--- src/hdl/assert_macros.svh ---
// Assertion macros shared by the checking code of the height sampler
`ifndef ASSERT_MACROS_SVH
`define ASSERT_MACROS_SVH

// Same-cycle implication, sampled on clk, quiet while rst_n is low
`define GBH_ASSERT_IMP(label, ante, cons, msg) \
    label: assert property (@(posedge clk) disable iff (!rst_n) (ante) |-> (cons)) \
        else $error(msg);

// Next-cycle implication, sampled on clk, quiet while rst_n is low
`define GBH_ASSERT_NEXT(label, ante, cons, msg) \
    label: assert property (@(posedge clk) disable iff (!rst_n) (ante) |=> (cons)) \
        else $error(msg);

`endif

--- src/hdl/gbh_ram.sv ---
// Generic simple dual-port RAM with registered read
module gbh_ram #(
    parameter int WIDTH  = 16,
    parameter int DEPTH  = 256,
    parameter int ADDR_W = 8
) (
    input  logic              clk,
    input  logic              we,
    input  logic [ADDR_W-1:0] waddr,
    input  logic [WIDTH-1:0]  wdata,
    input  logic              re,
    input  logic [ADDR_W-1:0] raddr,
    output logic [WIDTH-1:0]  rdata
);

    logic [WIDTH-1:0] mem [DEPTH];
    logic [WIDTH-1:0] rdata_reg;

    always_ff @(posedge clk)
    begin
        if (we)
        begin
            mem[waddr] <= wdata;
        end
        if (re)
        begin
            rdata_reg <= mem[raddr];
        end
    end

    assign rdata = rdata_reg;

endmodule

--- config.mk ---
export PLATFORM = sky130hd
export DESIGN_NAME = gbh_ram
export DESIGN_NICKNAME = d
export VERILOG_FILES = /design/src/hdl/assert_macros.svh /design/src/hdl/gbh_ram.sv
export SDC_FILE = /design/constraint.sdc
export NUM_CORES = 2
export LEC_CHECK = 0
export BUFFER_PORTS_ARGS = -buffer_cell sky130_fd_sc_hd__buf_4
export CAP_MARGIN = 20
export CELL_PAD_IN_SITES_DETAIL_PLACEMENT = 1
export CELL_PAD_IN_SITES_GLOBAL_PLACEMENT = 2
export CORE_MARGIN = 2
export CORE_UTILIZATION = 55
export DETAILED_ROUTE_END_ITERATION = 12
export GPL_TIMING_DRIVEN = 0
export PLACE_DENSITY = 0.87
export SLEW_MARGIN = 20
export SYNTH_ARGS = -nofsm -noshare
export SYNTH_HDL_FRONTEND = slang
export SYNTH_SLANG_ARGS = --single-unit
--- constraint.sdc ---
create_clock -name clk -period 8.3 [get_ports clk]
set_input_delay 1.66 -clock clk [delete_from_list [all_inputs] [get_ports clk]]
set_output_delay 1.66 -clock clk [all_outputs]
set_load 0.05 [all_outputs]
Word level (Yosys, flattened, before mapping). Memories as Yosys holds them, arrays and structs flattened. A register that Yosys moved wholly into a read port is not among the register bits. Index checks and enable logic that the tools add are counted.

Muxes and demuxes: 2.

Operators with widths (number): two-way mux 1 bit (2).

Bits in registers: 0. Memory bits (writable): 4096. Input port bits: 35. Output and inout port bits: 16. Word-level logic and storage cells: 3. Memories kept: 1.

Memories: mem (depth 256, width 16, rd ports 1, clocked after Yosys merged registers in 1, write ports 1, line gbh_ram.sv:16) `logic [WIDTH-1:0] mem [DEPTH];`.

Logic depth before layout (Yosys ltp).
Depth after elaboration: 2. Gate-level depth with buffers: 12. Depth with buffers taken out: 6.

Least setup slack after synthesis. Ideal clock, no wire load.

Path type: input -> register. Start point: input raddr[0]. End point: register rdata_reg[4] (netlist: rdata[4]) (read register of mem) (data pin). Library setup time: 0.265 ns. Arrival time: 3.644 ns. Data required time: 8.035 ns. Slack: 4.391 ns. Cell stages on the path: 8. Buffers on the path: 3. Cell sequence: buf_6 buf_6 buf_2 mux4_2 mux4_2 a22o_1 o32ai_2 nor4_2.

RTL lines: start: declaration (line gbh_ram.sv:12) `input logic [ADDR_W-1:0] raddr,`; end: declaration (line gbh_ram.sv:17) `logic [WIDTH-1:0] rdata_reg;`.

==> metrics.cfg <==
[outcome]
status=completed

[cells_and_area]
fillers=22898
nNetsFinal=8106
largest_reg_flops=4096
seqCellArea_mm2=0.123
instances_no_fill=12233
drive_gt1_frac=0.280
syn_to_final_growth_pct=15.0
final_cell_mix=4,112 x edfxtp_1, 797 x mux4_2, 565 x mux2i_1
multi_input_area_mm2=0.0336
layout_commonest_cell=edfxtp_1

[power]
finalPower_mw=45.0
power_leakage_nw=58.0
vdd_drop_max_v=0.000278
switching_share=0.231
sequentialPowerShare=0.510
comb_power_share=0.060
p_per_area_mw_per_mm2=246
p_int_mw=34.6
clkPwrFrac=0.430
switchingPower_mw=10.4

[clock_tree]
cts.htree.levels=5
hold_buffers=0
post_cts_buffers=0
clock-sinks=4112
cts_made_buffers=405
tritoncts=built
cts-resized-gates=0
clk_pin_slew_ps=60
clockBufferDepth=4
clock_latency_ps=1020
cts-root-buf=clkbuf_16

[die]
rows=197
initial_utilization=0.552
die-area_mm2=0.293
fp.dieH_um=541
core_area_mm2=0.288
ios=51
die_x_um=541

[timing]
finalSetupViolations=0
worst_slew_pin_slew_ps=1350
finalMaxSlewViolations=0
setup_slack_ps=1790
rsz0062_at_grt=false
clock_skew_ps=67.2
max_freq_mhz=154
relSlewSlack=0.0906
fin_setup_tns_ps=0
final_hold_viol_count=0
fin_crit_ps=6510
fin_crit_sh=0.784

[synth]
ys_seq_area_frac=0.777
synthMuxAreaShare=0.155
ys_async_sr_fraction=0
syn_inst=7360
yosys.area_share.simple=0.0157
synth_top_area_share=0.777
synth_area_leader_cell=edfxtp_1
synth_ff_type=edfxtp_1
syn_nets=7395
synth-xor-area-share=0
ys_ff_latch=4112
ys_types=51
netlist_area_mm2=0.159
synth_edf_count=4112
synth_fa_ha_area_frac=0
synth_top_family_by_area=multiplexers
yosysWarnings=0
synth_compound_area_frac=0.0353
synth.avg_cell_area_um2=21.6
ys_top_cells_by_area=edfxtp_1 78%, mux4_2 11%, mux2i_1 3.6%

[worst_setup_path]
required_ps=8950
cp.arrival_ps=7150
path_class=input port to flip-flop
crit_path_max_fanout=14
cp-end-kind=flip-flop
startpoint_type=input port

[routing]
drtIter0Drc=16591
wl_per_cell_um=45.6
m1WireLength_um=186000
dr.pass1.iters=8
highest_layer=met5
dr_wl_met2_um=245000
wirelength_um=558000
vias_per_cell=7.32
vias=89586
dr_wl_met3_um=85900
drcViolationCount=0
postRouteAntennaNets=0

[placed_design]
dp_cells=11445
gp_congestion=0.994
port_buffers=40
place.detailed.hpwl_um=365000
place_ws_ps=883

[global_routing]
overflow=0
gr-usage-all-layers=0.382
grt_max_degree=125
grt_pass1_vias=90093
antenna_found_initial=47
grt_pass1_wl_um=760000

[job]
maxCapViolCount=0

[hold_path]
hold_class=input port to flip-flop

==> Yosys cell counts (2+ instances only) <==
cell and n:
edfxtp_1 4112, mux4_2 797, mux2i_1 565, nor2_1 304
o221ai_1 252, clkbuf_1 230, a21oi_1 175, o22ai_1 148
nor3_1 92, mux2_2 88, buf_6 77, buf_2 76
a22oi_1 43, nand2_1 38, o21ai_0 37, nand3_1 35
a22o_1 32, a221oi_1 28, buf_1 27, buf_4 26
nand4_1 26, o32ai_1 20, a211oi_1 18, nor4_1 17
o31ai_1 16, and3_1 11, buf_8 11, nor2b_1 9
a2111oi_0 6, a31oi_1 6, buf_12 5, or2_2 4
inv_1 3, nand2b_1 3, nand4b_1 3, a21o_1 2
and4_1 2, nor4bb_1 2, or3_1 2
==> layout make-up <==
class | count | area share
Sequential cell | 4112 | 0.676
Multi-Input combinational cell | 2792 | 0.184
Clock buffer | 465 | 0.0570
Tap cell | 3781 | 0.0259
Timing Repair Buffer | 304 | 0.0234
Clock inverter | 288 | 0.0182
Buffer | 452 | 0.0153
Antenna cell | 35 | 0.000479
Inverter | 4 | 0.0000822
==> power groups by stage <==
| stage | clock (mW) | combinational [mW] | sequential, mW |
|---|---|---|---|
| detailed placement | 0 | 2.54 | 23.4 |
| floorplan | 0 | 1.13 | 23.4 |
| global route | 19.9 | 2.69 | 22.9 |
| CTS | 19.3 | 2.58 | 22.9 |
| finish | 19.3 | 2.71 | 22.9 |
| global placement | 0 | 2.35 | 23.4 |
==> per-stage QoR <==
| step | utilization | instance area (µm²) | hold WS (ps) |
|---|---|---|---|
| 3_5_place_dp | 0.587 | 169000 | 1180 |
| 6_report | 0.635 | 183000 | 990 |
| 2_1_floorplan | - | 159000 | 973 |
| 3_3_place_gp | 0.570 | 164000 | 1150 |
| 4_1_cts | 0.635 | 183000 | 968 |
| 5_1_grt | 0.635 | 183000 | 990 |
==> metal layers <==
metal,global-route usage,vias to the layer above
met1,0.491,46698
li1,-,32782
met5,0.000329,-
met4,0.228,30
met3,0.146,1752
met2,0.554,8324
==> critical path, cell delays in order <==
cell and delay (ps):
buf_2 410, clkbuf_2 660, buf_2 640, clkbuf_2 760, clkbuf_2 620, a21oi_1 130
nor3_1 750, nor3_1 450, nor4_1 980
==> final timing paths <==
path | startpoint | endpoint | slack [ps] | depth (start not counted)
worst max-delay path | raddr[2] | rdata[2]$_DFFE_PP_ | 1790 | 9
worst min register to register | mem[219][4]$_DFFE_PP_ | rdata[4]$_DFFE_PP_ | 1270 | 5
worst min-delay path | wdata[12] | mem[85][12]$_DFFE_PP_ | 990 | 1
worst max register to register | mem[42][15]$_DFFE_PP_ | rdata[15]$_DFFE_PP_ | 4370 | 6
==> cells by family (layout without fill, tap and decap cells) <==
group           Yosys count  in the layout
simple gates            556            556
mux                    1450           1450
compound gates          786            786
other cells               0             35
flops                  4112           4112
buf+inv                 456           1513
No activity file was read; power rests on OpenSTA's default activity.
